<file path="config.mk">
export PLATFORM = sky130hd
export DESIGN_NAME = rpp_mult
export DESIGN_NICKNAME = d
export VERILOG_FILES = /design/src/rtl/rpp_pkg.sv /design/src/rtl/rpp_mult.sv
export SDC_FILE = /design/constraint.sdc
export NUM_CORES = 2
export LEC_CHECK = 0
export BUFFER_PORTS_ARGS = -buffer_cell sky130_fd_sc_hd__buf_2
export CAP_MARGIN = 30
export CORE_MARGIN = 4
export CORE_UTILIZATION = 30
export CTS_BUF_LIST = sky130_fd_sc_hd__clkbuf_8
export DETAILED_ROUTE_END_ITERATION = 8
export HOLD_SLACK_MARGIN = 0.1
export PLACE_DENSITY = 0.54
export SYNTH_ARGS = -nofsm -noshare
export SYNTH_HDL_FRONTEND = slang
export SYNTH_SLANG_ARGS = --single-unit
</file>
<file path="constraint.sdc">
create_clock -name clk_i -period 9.4 [get_ports clk_i]
set_input_delay 1.88 -clock clk_i [delete_from_list [all_inputs] [get_ports clk_i]]
set_output_delay 1.88 -clock clk_i [all_outputs]
set_load 0.01 [all_outputs]
</file>
<file path="src/rtl/rpp_pkg.sv">
package rpp_pkg;

  // Field and datapath widths
  localparam int unsigned COORD_W = 25;
  localparam int unsigned DIR_W   = 18;
  localparam int unsigned DIFF_W  = COORD_W + 1;
  localparam int unsigned CW      = 36;           // CORDIC x/y datapath
  localparam int unsigned MA      = 36;           // multiplier operand a
  localparam int unsigned MB      = 27;           // multiplier operand b
  localparam int unsigned MP      = MA + MB;      // full product
  localparam int unsigned STEP_W  = 5;            // covers up to 32 iterations
  localparam int unsigned ADDR_W  = 5;
  localparam int unsigned DATA_W  = 32;
  localparam int unsigned TDATA_W = 56;

  // Fixed-point scaling
  localparam int unsigned FRAC_BITS  = 8;
  localparam int unsigned DIST_SHIFT = 26;
  localparam int unsigned OFF_SHIFT  = 16 + FRAC_BITS;
  localparam int unsigned DIR_SHIFT  = 14;
  localparam int unsigned NORM_BIT   = 30;
  localparam int unsigned SUM_W      = MP - OFF_SHIFT + 1;

  localparam logic signed [MP-1:0] DIST_HALF = MP'(64'd1 << (DIST_SHIFT - 1));
  localparam logic signed [MP-1:0] OFF_HALF  = MP'(64'd1 << (OFF_SHIFT - 1));
  localparam logic signed [CW-1:0] DIR_HALF  = CW'(64'd1 << (DIR_SHIFT - 1));

  localparam logic signed [DIR_W-1:0]   ONE_Q16   = 18'sd65536;
  localparam logic signed [DIR_W-1:0]   MONE_Q16  = -18'sd65536;
  localparam logic signed [COORD_W-1:0] COORD_MAX = 25'sd16777215;
  localparam logic signed [COORD_W-1:0] COORD_MIN = -25'sd16777216;

  // Register indexes (byte address / 4)
  localparam logic [2:0] REG_MODE = 3'd0;
  localparam logic [2:0] REG_A0X  = 3'd1;
  localparam logic [2:0] REG_A0Y  = 3'd2;
  localparam logic [2:0] REG_A1X  = 3'd3;
  localparam logic [2:0] REG_A1Y  = 3'd4;

  typedef enum logic [2:0] {
    COP_HOLD,
    COP_LOAD,
    COP_NORM,
    COP_FLIP,
    COP_VEC,
    COP_ROT
  } cordic_op_e;

  typedef struct packed {
    cordic_op_e        op;
    logic [STEP_W-1:0] step;
  } cordic_ctl_t;

  typedef enum logic [3:0] {
    ST_IDLE,
    ST_NORM,
    ST_FLIP,
    ST_VEC,
    ST_ROTLD,
    ST_ROT,
    ST_DIR,
    ST_MULD,
    ST_DIST,
    ST_MULX,
    ST_MULY,
    ST_OUT
  } state_e;

  // Floor quotient by shift and subtract, for elaboration-time constants
  function automatic logic [63:0] udiv64(input logic [63:0] num, input logic [63:0] den);
    logic [63:0] q;
    logic [64:0] r;
    q = '0;
    r = '0;
    for (int b = 63; b >= 0; b--) begin
      r = {r[63:0], num[b]};
      if (r >= {1'b0, den}) begin
        r    = r - {1'b0, den};
        q[b] = 1'b1;
      end
    end
    return q;
  endfunction

  // Inverse CORDIC gain in Q26, evaluated at elaboration
  function automatic logic [63:0] gain_inv_q26(input int unsigned steps);
    logic [63:0] p;
    logic [63:0] n;
    logic [63:0] r;
    logic [63:0] bv;
    p = 64'd1 << 52;
    for (int i = 0; i < 24; i++) begin
      if (i < steps) begin
        p = p - udiv64(p, (64'd1 << (2 * i)) + 64'd1);
      end
    end
    n  = p;
    r  = 64'd0;
    bv = 64'd1 << 62;
    for (int k = 0; k < 32; k++) begin
      if (n >= r + bv) begin
        n = n - (r + bv);
        r = (r >> 1) + bv;
      end else begin
        r = r >> 1;
      end
      bv = bv >> 2;
    end
    return r;
  endfunction

  // Saturate a wide sum to the coordinate range
  function automatic logic signed [COORD_W-1:0] sat_coord(input logic signed [SUM_W-1:0] v);
    if (v > SUM_W'(COORD_MAX)) begin
      return COORD_MAX;
    end else if (v < SUM_W'(COORD_MIN)) begin
      return COORD_MIN;
    end
    return v[COORD_W-1:0];
  endfunction

  // Round a Q30 direction component to Q16 and clamp to +-1
  function automatic logic signed [DIR_W-1:0] round_dir(input logic signed [CW-1:0] v);
    logic signed [CW-1:0] r;
    r = (v + DIR_HALF) >>> DIR_SHIFT;
    if (r > CW'(ONE_Q16)) begin
      return ONE_Q16;
    end else if (r < CW'(MONE_Q16)) begin
      return MONE_Q16;
    end
    return r[DIR_W-1:0];
  endfunction

endpackage

</file>
<file path="src/rtl/rpp_mult.sv">
module rpp_mult (
  input  logic                          clk_i,
  input  logic                          en_i,
  input  logic signed [rpp_pkg::MA-1:0] a_i,
  input  logic signed [rpp_pkg::MB-1:0] b_i,
  output logic signed [rpp_pkg::MP-1:0] prod_o
);
  import rpp_pkg::*;

  logic signed [MP-1:0] prod_q;

  // Register every product before it is used
  always_ff @(posedge clk_i) begin
    if (en_i) begin
      prod_q <= a_i * b_i;
    end
  end

  assign prod_o = prod_q;

endmodule

</file>
==> flow_metrics.env <==
export IMPL_status="finished clean"
export IMPL_slew_violations=0
export IMPL_syn_inst=3819
export IMPL_drive_gt1_share_pct=8.26
export IMPL_postCtsSetupRepairBufs=0
export IMPL_vias=24802
export IMPL_h_tree_depth=3
export IMPL_maxCapViolCount=0
export IMPL_dp_cells=5457
export IMPL_cts_root_buf="clkbuf_8"
export IMPL_cts_sinks=63
export IMPL_period_share_pct=96.6
export IMPL_max_slew_margin_pct=40.7
export IMPL_grt_max_degree=57
export IMPL_placementRows=126
export IMPL_dpl_hpwl_mm=87.0
export IMPL_setup_viol=0
export IMPL_grt_pass1_vias=27853
export IMPL_grt_pass1_wl_mm=161
export IMPL_use_met1_pct=20.6
export IMPL_max_freq_ghz=0.110
export IMPL_hold_viol_final=0
export IMPL_largest_reg_flops=63
export IMPL_die_h_um=353
export IMPL_min_delay_start="en_i"
export IMPL_drtIter0Drc=1139
export IMPL_required_ns=9.54
export IMPL_drt_total_wl_mm=101
export IMPL_fin_cells=5475
export IMPL_synth_seq_area_share_pct=5.30
export IMPL_cts_tree="yes"
export IMPL_cts_buffer_depth=2
export IMPL_mostFrequentLayoutCells="1027 x inv_1, 986 x fa_1, 540 x nand2_1, 437 x and2_1, 176 x ha_1"
export IMPL_use_met3_pct=1.61
export IMPL_worstPathMaxFanout=24
export IMPL_synth_edff_count=63
export IMPL_rsz0062_at_grt="no"
export IMPL_cts_hold_fix_buffers=0
export IMPL_crit_path_end_kind="flip-flop"
export IMPL_start_util_pct=30.2
export IMPL_yosysUniqueCellTypes=55
export IMPL_io_buffers=127
export IMPL_track_usage_pct=16.6
export IMPL_viasPerCell=4.53
export IMPL_path_clk_slew_ns=0.09
export IMPL_core_area_um2=118000
export IMPL_yosys_warnings=0
export IMPL_die_area_um2=125000
export IMPL_antenna_left=0
export IMPL_synth_avg_cell_area_um2=9.35
export IMPL_async_flop_share_pct=0
export IMPL_die_w_um=353
export IMPL_routabilityCongestion=0.842
export IMPL_worst_pin_slew_ns=0.890
export IMPL_drc=0
export IMPL_globalRoute_totalOverflow=0
export IMPL_wl_per_cell_um=18.4
export IMPL_worstHoldEndpoint="prod_o[8]$_DFFE_PP_"
export IMPL_use_met2_pct=31.0
export IMPL_io_pins=128
export IMPL_syn_area_um2=35700
export IMPL_numCtsBuffers=9
export IMPL_whs_ns=1.81
export IMPL_dr_pass1_iters=5
export IMPL_hp_class="in -> reg"
export IMPL_areaGrowthSynthToFinish_pct=9.54
export IMPL_ys_ff_latch=63
export IMPL_grt_most_used_layer="met2"
export IMPL_nets=5159
export IMPL_layout_commonest_cell="inv_1"
export IMPL_arrival_ns=9.22
export IMPL_yosys_most_used_dff="edfxtp_1"
export IMPL_grt_antenna_before_repair=6
export IMPL_final_min_clock_period_ns=9.08
export IMPL_critPathKind="in -> reg"
export IMPL_start_kind="input port"
export IMPL_syn_nets=5046
export IMPL_whs_path_depth=1
-- repair_timing --
| item | CTS | global route |
|---|---|---|
| setup endpoints to repair | 0 | 3 |
| endpoints found under the hold margin | 0 | 0 |
| gates resized for setup | 0 | 1 |
-- per-stage QoR --
stage          TNS, ns  cell area [um^2]  utilization, %  worst slack, ns
2_1_floorplan        0             35700               -            0.498
3_3_place_gp    -0.626             38900            33.0           -0.218
3_5_place_dp    -0.712             38900            33.0           -0.253
4_1_cts              0             39100            33.1            0.197
5_1_grt              0             39100            33.1           0.0183
6_report             0             39100            33.1            0.321
-- synth_stat cells, types with 7 or more instances --
| library cell | instances | area share [%] |
|---|---|---|
| edfxtp_1 | 63 | 5.3 |
| ha_1 | 176 | 6.2 |
| nand4_1 | 9 | 0.16 |
| nand2b_1 | 7 | 0.12 |
| clkbuf_1 | 188 | 2.0 |
| a21o_1 | 34 | 0.71 |
| nor2b_1 | 7 | 0.12 |
| o21bai_1 | 8 | 0.17 |
| nor3_1 | 14 | 0.20 |
| xnor2_1 | 44 | 1.1 |
| and2_1 | 437 | 7.7 |
| nand3_1 | 12 | 0.17 |
| o21ai_0 | 36 | 0.50 |
| fa_1 | 986 | 55 |
| inv_1 | 1027 | 11 |
| xor2_1 | 22 | 0.54 |
| a21oi_1 | 66 | 0.92 |
| nor2_1 | 64 | 0.67 |
| nand2_1 | 540 | 5.7 |
| o21a_1 | 7 | 0.15 |
-- logic make-up after synthesis --
kind of cell / count (synthesis) / synth area share [%]
XOR/XNOR: 66 / 1.62
adder cells (fa/ha/maj): 1162 / 61.4
flip-flops: 63 / 5.30
AND/OR/NAND/NOR: 1110 / 15.2
AO/OA/AOI/OAI: 193 / 3.46
buffers and inverters: 1225 / 13.0
-- per-layer routing --
metal  vias to the layer above  share of wire [%]
met4                         0                3.1
li1                      11059                  -
met5                         -                  0
met2                       538                 53
met3                       116                3.7
met1                     13089                 40
-- critical path, cell delays in order --
cell and delay [ns]:
buf_2 0.51, and2_1 0.23, fa_1 0.44, fa_1 0.54
inv_1 0.06, fa_1 0.50, fa_1 0.52, inv_1 0.06
fa_1 0.48, fa_1 0.49, inv_1 0.05, fa_1 0.61
inv_1 0.07, ha_1 0.32, a21o_1 0.20, a2111oi_2 0.74
or4b_4 0.27, a21oi_2 0.06, a21oi_2 0.21, buf_4 0.15
o31ai_2 0.07, o41ai_1 0.25, buf_4 0.18, o21a_1 0.19
o311ai_2 0.11
-- worst max-delay path by stage --
| stage | from | to | slack (ns) | cells past startpoint |
|---|---|---|---|---|
| 5_1_grt | b_i[4] | prod_o[59]$_DFFE_PP_ | 0.02 | 26 |
| 6_report | b_i[5] | prod_o[59]$_DFFE_PP_ | 0.32 | 25 |
| 2_1_floorplan | a_i[35] | prod_o[59]$_DFFE_PP_ | 0.50 | 24 |
| 3_5_place_dp | b_i[0] | prod_o[59]$_DFFE_PP_ | -0.25 | 25 |
| 3_3_place_gp | b_i[0] | prod_o[59]$_DFFE_PP_ | -0.22 | 25 |
| 4_1_cts | b_i[0] | prod_o[59]$_DFFE_PP_ | 0.20 | 25 |
-- area by class of cell --
cell class	count	area [um^2]
diodes	4	10.0
clock buffers	9	124
clock inverters	5	51.3
fillers	12337	79000
inverters	1028	3860
multi-input cells	2531	29200
flip-flops and latches	63	1890
well taps	1536	1920
repair buffers	299	2080
Power is not shown: default switching activity piles up to over one toggle a cycle in this logic, so the estimate is an artifact.
