**src/rtl/rpp_pkg.sv**
```systemverilog
package rpp_pkg;

  // Field and datapath widths
  localparam int unsigned COORD_W = 25;
  localparam int unsigned DIR_W   = 18;
  localparam int unsigned DIFF_W  = COORD_W + 1;
  localparam int unsigned CW      = 36;           // CORDIC x/y datapath
  localparam int unsigned MA      = 36;           // multiplier operand a
  localparam int unsigned MB      = 27;           // multiplier operand b
  localparam int unsigned MP      = MA + MB;      // full product
  localparam int unsigned STEP_W  = 5;            // covers up to 32 iterations
  localparam int unsigned ADDR_W  = 5;
  localparam int unsigned DATA_W  = 32;
  localparam int unsigned TDATA_W = 56;

  // Fixed-point scaling
  localparam int unsigned FRAC_BITS  = 8;
  localparam int unsigned DIST_SHIFT = 26;
  localparam int unsigned OFF_SHIFT  = 16 + FRAC_BITS;
  localparam int unsigned DIR_SHIFT  = 14;
  localparam int unsigned NORM_BIT   = 30;
  localparam int unsigned SUM_W      = MP - OFF_SHIFT + 1;

  localparam logic signed [MP-1:0] DIST_HALF = MP'(64'd1 << (DIST_SHIFT - 1));
  localparam logic signed [MP-1:0] OFF_HALF  = MP'(64'd1 << (OFF_SHIFT - 1));
  localparam logic signed [CW-1:0] DIR_HALF  = CW'(64'd1 << (DIR_SHIFT - 1));

  localparam logic signed [DIR_W-1:0]   ONE_Q16   = 18'sd65536;
  localparam logic signed [DIR_W-1:0]   MONE_Q16  = -18'sd65536;
  localparam logic signed [COORD_W-1:0] COORD_MAX = 25'sd16777215;
  localparam logic signed [COORD_W-1:0] COORD_MIN = -25'sd16777216;

  // Register indexes (byte address / 4)
  localparam logic [2:0] REG_MODE = 3'd0;
  localparam logic [2:0] REG_A0X  = 3'd1;
  localparam logic [2:0] REG_A0Y  = 3'd2;
  localparam logic [2:0] REG_A1X  = 3'd3;
  localparam logic [2:0] REG_A1Y  = 3'd4;

  typedef enum logic [2:0] {
    COP_HOLD,
    COP_LOAD,
    COP_NORM,
    COP_FLIP,
    COP_VEC,
    COP_ROT
  } cordic_op_e;

  typedef struct packed {
    cordic_op_e        op;
    logic [STEP_W-1:0] step;
  } cordic_ctl_t;

  typedef enum logic [3:0] {
    ST_IDLE,
    ST_NORM,
    ST_FLIP,
    ST_VEC,
    ST_ROTLD,
    ST_ROT,
    ST_DIR,
    ST_MULD,
    ST_DIST,
    ST_MULX,
    ST_MULY,
    ST_OUT
  } state_e;

  // Floor quotient by shift and subtract, for elaboration-time constants
  function automatic logic [63:0] udiv64(input logic [63:0] num, input logic [63:0] den);
    logic [63:0] q;
    logic [64:0] r;
    q = '0;
    r = '0;
    for (int b = 63; b >= 0; b--) begin
      r = {r[63:0], num[b]};
      if (r >= {1'b0, den}) begin
        r    = r - {1'b0, den};
        q[b] = 1'b1;
      end
    end
    return q;
  endfunction

  // Inverse CORDIC gain in Q26, evaluated at elaboration
  function automatic logic [63:0] gain_inv_q26(input int unsigned steps);
    logic [63:0] p;
    logic [63:0] n;
    logic [63:0] r;
    logic [63:0] bv;
    p = 64'd1 << 52;
    for (int i = 0; i < 24; i++) begin
      if (i < steps) begin
        p = p - udiv64(p, (64'd1 << (2 * i)) + 64'd1);
      end
    end
    n  = p;
    r  = 64'd0;
    bv = 64'd1 << 62;
    for (int k = 0; k < 32; k++) begin
      if (n >= r + bv) begin
        n = n - (r + bv);
        r = (r >> 1) + bv;
      end else begin
        r = r >> 1;
      end
      bv = bv >> 2;
    end
    return r;
  endfunction

  // Saturate a wide sum to the coordinate range
  function automatic logic signed [COORD_W-1:0] sat_coord(input logic signed [SUM_W-1:0] v);
    if (v > SUM_W'(COORD_MAX)) begin
      return COORD_MAX;
    end else if (v < SUM_W'(COORD_MIN)) begin
      return COORD_MIN;
    end
    return v[COORD_W-1:0];
  endfunction

  // Round a Q30 direction component to Q16 and clamp to +-1
  function automatic logic signed [DIR_W-1:0] round_dir(input logic signed [CW-1:0] v);
    logic signed [CW-1:0] r;
    r = (v + DIR_HALF) >>> DIR_SHIFT;
    if (r > CW'(ONE_Q16)) begin
      return ONE_Q16;
    end else if (r < CW'(MONE_Q16)) begin
      return MONE_Q16;
    end
    return r[DIR_W-1:0];
  endfunction

endpackage

```
**src/rtl/rpp_cordic.sv**
```systemverilog
module rpp_cordic #(
  parameter int unsigned STEPS = 16
) (
  input  logic                          clk_i,
  input  rpp_pkg::cordic_ctl_t          ctl_i,
  input  logic signed [rpp_pkg::CW-1:0] load_x_i,
  input  logic signed [rpp_pkg::CW-1:0] load_y_i,
  output logic signed [rpp_pkg::CW-1:0] x_o,
  output logic signed [rpp_pkg::CW-1:0] y_o,
  output logic                          flip_o,
  output logic                          norm_done_o
);
  import rpp_pkg::*;

  localparam int unsigned IW = (STEPS > 1) ? $clog2(STEPS) : 1;

  logic signed [CW-1:0] x_q, x_d, y_q, y_d;
  logic signed [CW-1:0] xs, ys;
  logic [STEPS-1:0]     dirs_q, dirs_d;
  logic                 flip_q, flip_d;
  logic                 neg;

  // Magnitude strictly below 2^30
  function automatic logic is_small(input logic signed [CW-1:0] v);
    return (v[CW-1:NORM_BIT] == '0) ||
           ((v[CW-1:NORM_BIT] == '1) && (v[NORM_BIT-1:0] != '0));
  endfunction

  // One micro-rotation, load, doubling or flip per cycle
  always_comb begin
    xs     = x_q >>> ctl_i.step;
    ys     = y_q >>> ctl_i.step;
    neg    = (ctl_i.op == COP_ROT) ? dirs_q[ctl_i.step[IW-1:0]] : y_q[CW-1];
    x_d    = x_q;
    y_d    = y_q;
    dirs_d = dirs_q;
    flip_d = flip_q;
    case (ctl_i.op)
      COP_LOAD: begin
        x_d = load_x_i;
        y_d = load_y_i;
      end
      COP_NORM: begin
        x_d = x_q <<< 1;
        y_d = y_q <<< 1;
      end
      COP_FLIP: begin
        flip_d = x_q[CW-1];
        if (x_q[CW-1]) begin
          x_d = -x_q;
          y_d = -y_q;
        end
      end
      COP_VEC, COP_ROT: begin
        if (ctl_i.op == COP_VEC) begin
          dirs_d[ctl_i.step[IW-1:0]] = ~y_q[CW-1];
        end
        if (neg) begin
          x_d = x_q - ys;
          y_d = y_q + xs;
        end else begin
          x_d = x_q + ys;
          y_d = y_q - xs;
        end
      end
      default: begin
      end
    endcase
  end

  always_ff @(posedge clk_i) begin
    x_q    <= x_d;
    y_q    <= y_d;
    dirs_q <= dirs_d;
    flip_q <= flip_d;
  end

  assign x_o         = x_q;
  assign y_o         = y_q;
  assign flip_o      = flip_q;
  assign norm_done_o = !(is_small(x_q) && is_small(y_q));

endmodule

```
**config.mk**
```make
export PLATFORM = sky130hd
export DESIGN_NAME = rpp_cordic
export DESIGN_NICKNAME = d
export VERILOG_FILES = /design/src/rtl/rpp_pkg.sv /design/src/rtl/rpp_cordic.sv
export SDC_FILE = /design/constraint.sdc
export NUM_CORES = 1
export LEC_CHECK = 0
export ABC_AREA = 1
export BUFFER_PORTS_ARGS = -buffer_cell sky130_fd_sc_hd__buf_2
export CORE_MARGIN = 2
export CORE_UTILIZATION = 40
export DETAILED_ROUTE_END_ITERATION = 16
export GPL_TIMING_DRIVEN = 0
export SLEW_MARGIN = 30
export SYNTH_ARGS = -nofsm -noshare
export SYNTH_HDL_FRONTEND = slang
export SYNTH_SLANG_ARGS = --single-unit
export TNS_END_PERCENT = 100
```
**constraint.sdc**
```tcl
create_clock -name clk_i -period 3.7 [get_ports clk_i]
set_input_delay 0.185 -clock clk_i [delete_from_list [all_inputs] [get_ports clk_i]]
set_output_delay 0.185 -clock clk_i [all_outputs]
set_load 0.03 [all_outputs]
```
==> results of run 1 <==
==> cell usage in the layout (no fill, tap or decap), drive strengths merged, types with 8 or more instances in the layout <==
cell type	count
nand3	439
a31oi	26
a21o	16
o31ai	8
nand4	48
o21ai	156
nand3b	8
edfxtp	89
nor2	250
xor2	42
nand2	874
or2	38
nor3	30
clkbuf	57
inv	267
ha	75
a22oi	10
o211ai	11
o2111ai	46
buf	418
o221ai	8
a21oi	145
nor4	13
xnor2	30
==> how the worst max path moves through the flow <==
stage	to	start	cells after the start	slack, ns
after floorplan	x_o[31]	y_o[23]	27	-0.44
after global placement	x_o[35]	ctl_i[1]	30	-2.83
after detailed placement	x_o[35]	ctl_i[1]	30	-2.74
after CTS	x_o[35]	y_o[16]	30	-1.13
after global routing	x_o[35]	y_o[18]	28	-1.32
final	x_o[35]	ctl_i[3]	28	-1.18
==> flip-flops by register name (all words and copies together) (netlist names) <==
name	cells
x_o	36
flip_o	1
y_o	36
dirs_q	16
==> metrics by stage <==
stage	instance area [um^2]	std cells
finish	22000	3657
global route	22000	3655
CTS	20300	3573
detailed placement	17700	3436
global placement	17600	3434
floorplan	16200	2765
==> power breakdown <==
group	switching (mW)	internal [mW]	total, mW
sequential	0.220	1.33	1.55
combinational	5.58	3.33	8.91
clock	0.542	0.544	1.09
==> cell type report <==
cell class | count | area [um^2] | area share [%]
timing repair inverter | 1 | 6.26 | 0.0284
inverter | 264 | 1010 | 4.58
antenna | 3 | 7.51 | 0.0341
clock buffer | 9 | 225 | 1.02
sequential | 89 | 2670 | 12.1
tap | 518 | 648 | 2.94
multi-input combinational | 2299 | 14200 | 64.6
timing repair buffer | 354 | 2400 | 10.9
buffer | 113 | 733 | 3.33
clock inverter | 7 | 93.8 | 0.426
==> routing by layer <==
layer,wire length (um),part of all wire [%],track usage [%]
met5,0,0,0
met4,6820,7.4,28.5
met2,40500,44,68.0
met1,35100,38,52.5
met3,9160,10,8.73
==> critical path, delay by kind of cell <==
kind | cells | cell delay, ns
AO/OA/AOI/OAI | 6 | 1.20
XOR/XNOR | 1 | 0.22
adder cells (fa/ha/maj) | 1 | 0.25
AND/OR/NAND/NOR | 12 | 1.58
buffers and inverters | 8 | 1.61
==> repair_timing <==
item                                    4_1_cts  5_1_grt
gates resized for setup                     274      276
buffers inserted                            120       81
pin swaps                                    96      134
gates cloned                                  1        0
endpoints found under the setup margin       70       66
==> kinds of logic (layout without fill, tap and decap cells) <==
| family | count (synthesis) | after routing |
|---|---|---|
| AO/OA/AOI/OAI | 447 | 447 |
| AND/OR/NAND/NOR | 1703 | 1703 |
| adder cells (fa/ha/maj) | 77 | 77 |
| other | 0 | 3 |
| XOR/XNOR | 72 | 72 |
| buffers and inverters | 377 | 748 |
| flip-flops | 89 | 89 |
==> impl_metrics.json, run 1 <==
{
  "htreeDepth": 3,
  "synth_xor_area_share_pct": 3.99,
  "netlist_top_cells_count": "nand2_1, nand3_1, inv_1, nor2_1, a21oi_1",
  "hold_start": "load_y_i[8]",
  "drt_first_iter_violations": 2476,
  "outcome": "finished with violations",
  "synthSimpleGateAreaFrac_pct": 46.4,
  "path_max_fanout": 10,
  "routed_wl_um": 91600,
  "reg2reg_slack_ns": -1.17,
  "via_count": 22300,
  "power_mw": 11.5,
  "rr_startpoint": "y_o[18]",
  "period_share_pct": 132,
  "pwr_density_cell_mw_per_mm2": 524,
  "hpwlAfterDp_um": 69500,
  "clk_latency_ns": 0.41,
  "grt_antenna_before_repair": 3,
  "drc": 0,
  "holdWs_ns": 0.0440,
  "clock_path_buffers": 2,
  "die-width_um": 203,
  "yosysMostFrequentCell": "nand2_1",
  "ir_drop_mv": 0.420,
  "io_buffer_count": 151,
  "cts.sinks": 89,
  "antenna_left": 0,
  "final_util_pct": 56.8,
  "grt_max_degree": 43,
  "clk_pin_slew_ns": 0.09,
  "grt_pass1_vias": 20700,
  "synth_edf_count": 89,
  "end_kind": "flop",
  "synth_top_area_cell": "nand2_1",
  "grt_overflow": 0,
  "synthAdderAreaFrac_pct": 6.19,
  "rows": 72,
  "slowest_delay_ns": 0.55,
  "whs_endpoint": "y_o[8]",
  "slew_headroom_pct": 24.2,
  "ys_ff_latch": 89,
  "ys.flop_type": "edfxtp_1",
  "fin_skew_ns": 0.0138,
  "grt_pass1_wl_um": 130000,
  "crit_required_ns": 3.90,
  "fin_ws_ns": -1.18,
  "hold_violations": 0,
  "syn-num-nets": 2923,
  "ys_warn_count": 0,
  "hold_buffers": 0,
  "worstReg2RegEnd": "x_o[35]",
  "finalSetupViolCount": 59,
  "hold_path_depth": 3,
  "critical_path.slowest_cell": "clkbuf_1",
  "cts_tree": "yes",
  "die_height_um": 203,
  "tightest_slew_ns": 1.14,
  "synth_cell_types": 55,
  "numCtsBuffers": 9,
  "gp_congestion": 1.02,
  "firstDrtPassIters": 8,
  "cts-root-buf": "clkbuf_16",
  "async_flop_share_pct": 0,
  "syn_inst": 2765,
  "maxCapViolations": 0,
  "post_drt_wl_per_cell_um": 25.0,
  "rsz0062_at_grt": "yes",
  "worstHoldPathType": "input pin to flop",
  "path_class": "input pin to flop",
  "core_mm2": 0.0388,
  "synth_compound_area_share_pct": 17.0,
  "grt_use_total_pct": 42.8,
  "area_growth_pct": 39.4,
  "synth_top_family_by_area": "simple AND/OR/NAND/NOR gates",
  "die-area_mm2": 0.0411,
  "start_util_pct": 40.7,
  "ff2ff_path_depth": 29,
  "synthTopCellsByArea": "nand2_1, edfxtp_1, nand3_1, inv_1, ha_1",
  "tns_ns": -41.60,
  "syn_area_mm2": 0.0158,
  "crit_path_start_kind": "input pin",
  "maxClockFrequency_mhz": 205,
  "n_fill_cell": 3933,
  "worstPathArrival_ns": 5.08,
  "ys_seq_area_share_pct": 16.9,
  "synth_top_area_share_pct": 20.7,
  "min_period_ns": 4.88,
  "syn_area_per_cell_um2": 5.72,
  "nNetsFinal": 3289,
  "violations": "negative setup slack",
  "synthMuxAreaShare_pct": 0,
  "drv_slew": 0,
  "pre_cts_slack_ns": -2.74,
  "drive_above_1_share_pct": 30.3,
  "ios": 155,
  "p_leak_nw": 9.92,
  "via_per_inst": 6.10
}
(Power assumes the default switching activity.)
==> run 2, diff against run 1 <==
==> constraint.sdc (replaced) <==
create_clock -name clk_i -period 3.7 [get_ports clk_i]
set_input_delay 0.74 -clock clk_i [delete_from_list [all_inputs] [get_ports clk_i]]
set_output_delay 0.74 -clock clk_i [all_outputs]
set_load 0.03 [all_outputs]
==> run 2 against run 1 <==
Compared with the run above: the run still ends with negative setup slack left; total power down 1.1%; fmax down 0.82%; setup slack worse by 0.040 ns; sequential power up 12%; critical path type unchanged; largest cell class unchanged; highest routed layer is now met5.
==> impl_metrics.json, run 2 (synthesis results as in run 1) <==
{
  "mostFrequentLayoutCells": "nand2_1, nand3_1, inv_1",
  "hold_violations": 0,
  "crit_path_start_kind": "input pin",
  "ir_drop_mv": 0.325,
  "clk_latency_ns": 0.41,
  "io_buffer_count": 151,
  "clock_path_buffers": 2,
  "grt_pass1_wl_um": 128000,
  "nNetsFinal": 3227,
  "gp_congestion": 1.11,
  "min_period_ns": 4.92,
  "core_mm2": 0.0388,
  "pre_cts_slack_ns": -2.50,
  "grt_max_degree": 37,
  "worstPathArrival_ns": 5.06,
  "hold_buffers": 0,
  "tightest_slew_ns": 1.08,
  "firstDrtPassIters": 6,
  "critical_path.slowest_cell": "ha_1",
  "grtUsageMet3_pct": 15.0,
  "path_class": "input pin to flop",
  "n_fill_cell": 3848,
  "use_met2_pct": 57.8,
  "fin_ws_ns": -1.22,
  "grt_overflow": 0,
  "start_util_pct": 40.7,
  "end_kind": "flop",
  "outcome": "finished with violations",
  "die_height_um": 203,
  "clk_pin_slew_ns": 0.09,
  "cts.sinks": 89,
  "rows": 72,
  "period_share_pct": 133,
  "rsz0062_at_grt": "yes",
  "ios": 155,
  "fin_skew_ns": 0.0194,
  "grt.met1_usage_pct": 58.7,
  "drive_above_1_share_pct": 29.4,
  "maxClockFrequency_mhz": 203,
  "slew_headroom_pct": 28.1,
  "p_leak_nw": 9.83,
  "antenna_left": 0,
  "htreeDepth": 3,
  "cts-root-buf": "clkbuf_16",
  "cp_common_cell": "nand2_1",
  "post_drt_wl_per_cell_um": 25.3,
  "via_per_inst": 6.18,
  "via_count": 22200,
  "grt_use_total_pct": 42.0,
  "grt_pass1_vias": 20100,
  "slowest_delay_ns": 0.38,
  "path_delay_family": "simple AND/OR/NAND/NOR gates",
  "cts_tree": "yes",
  "mostFrequentLayoutCell": "nand2_1",
  "regArea_mm2": 0.00267,
  "drv_slew": 0,
  "grt_busiest_layer": "met1",
  "violations": "negative setup slack",
  "finalSetupViolCount": 103,
  "drt_first_iter_violations": 3085,
  "die-area_mm2": 0.0411,
  "pwr_density_cell_mw_per_mm2": 523,
  "finalInstanceArea_mm2": 0.0218,
  "area_growth_pct": 38.0,
  "path_max_fanout": 8,
  "die-width_um": 203,
  "crit_required_ns": 3.84,
  "hpwlAfterDp_um": 69000,
  "path_buf_inv": 7,
  "drc": 0,
  "maxCapViolations": 0,
  "worstHoldPathType": "input pin to flop",
  "placed_cell_area_mm2": 0.0180,
  "routed_wl_um": 90800,
  "numCtsBuffers": 9,
  "grt_antenna_before_repair": 5,
  "multi_input_area_mm2": 0.0141
}
run 2: worst min-delay path: stages:
cell     delay, ns
buf_2         0.08
nand2_1       0.04
nand2_1       0.06
run 2: path summary, 6_finish.rpt:
kind                    start  endpoint  slack (ns)  cells past startpoint
hold reg to reg        y_o[3]    y_o[4]        0.71                      2
hold / removal    load_x_i[3]    x_o[3]        0.62                      3
setup / recovery     ctl_i[0]   x_o[34]       -1.22                     33
setup reg to reg      y_o[22]   x_o[35]       -1.17                     28
run 2: repair_timing:
action,4_1_cts,5_1_grt
pin swaps,69,126
cloned,4,2
buffers inserted,48,88
endpoints found under the hold margin,0,0
gates resized for setup,232,330
setup endpoints to repair,107,140
run 2: layout make-up:
cell class | count | share of cell area [%]
Multi-Input combinational cell | 2299 | 64.6
Sequential cell | 89 | 12.2
Timing Repair Buffer | 293 | 9.66
Inverter | 264 | 4.84
Buffer | 112 | 4.26
Tap cell | 518 | 2.97
Clock buffer | 9 | 1.03
Clock inverter | 7 | 0.344
Antenna cell | 3 | 0.0344
Timing Repair inverter | 1 | 0.0229
run 2: per-stage QoR:
step | hold slack (ns) | setup TNS [ns] | power, mW | utilization, % | cells
global placement | 0.460 | -254.57 | 8.00 | 46.3 | 3434
CTS | 0.489 | -50.78 | 9.67 | 50.7 | 3503
global route | 0.619 | -68.26 | 12.0 | 56.2 | 3592
floorplan | 0.694 | -20.46 | 6.20 | - | 2765
detailed placement | 0.473 | -138.27 | 8.07 | 46.4 | 3435
finish | 0.618 | -57.77 | 11.4 | 56.2 | 3595
run 2: routing by layer:
| metal | vias to the layer above | share of wire [%] | wire [um] |
|---|---|---|---|
| met4 | 8 | 4.8 | 4400 |
| met1 | 10400 | 42 | 37900 |
| met5 | - | 0.15 | 138 |
| met2 | 1505 | 40 | 36100 |
| li1 | 10100 | - | - |
| met3 | 240 | 13 | 12200 |
run 2: where the power goes:
part / switching [mW] / internal, mW / total, mW / leakage [nW]
Sequential: 0.407 / 1.33 / 1.74 / 0.862
Clock: 0.525 / 0.530 / 1.05 / 0.141
Combinational: 5.37 / 3.25 / 8.62 / 8.82
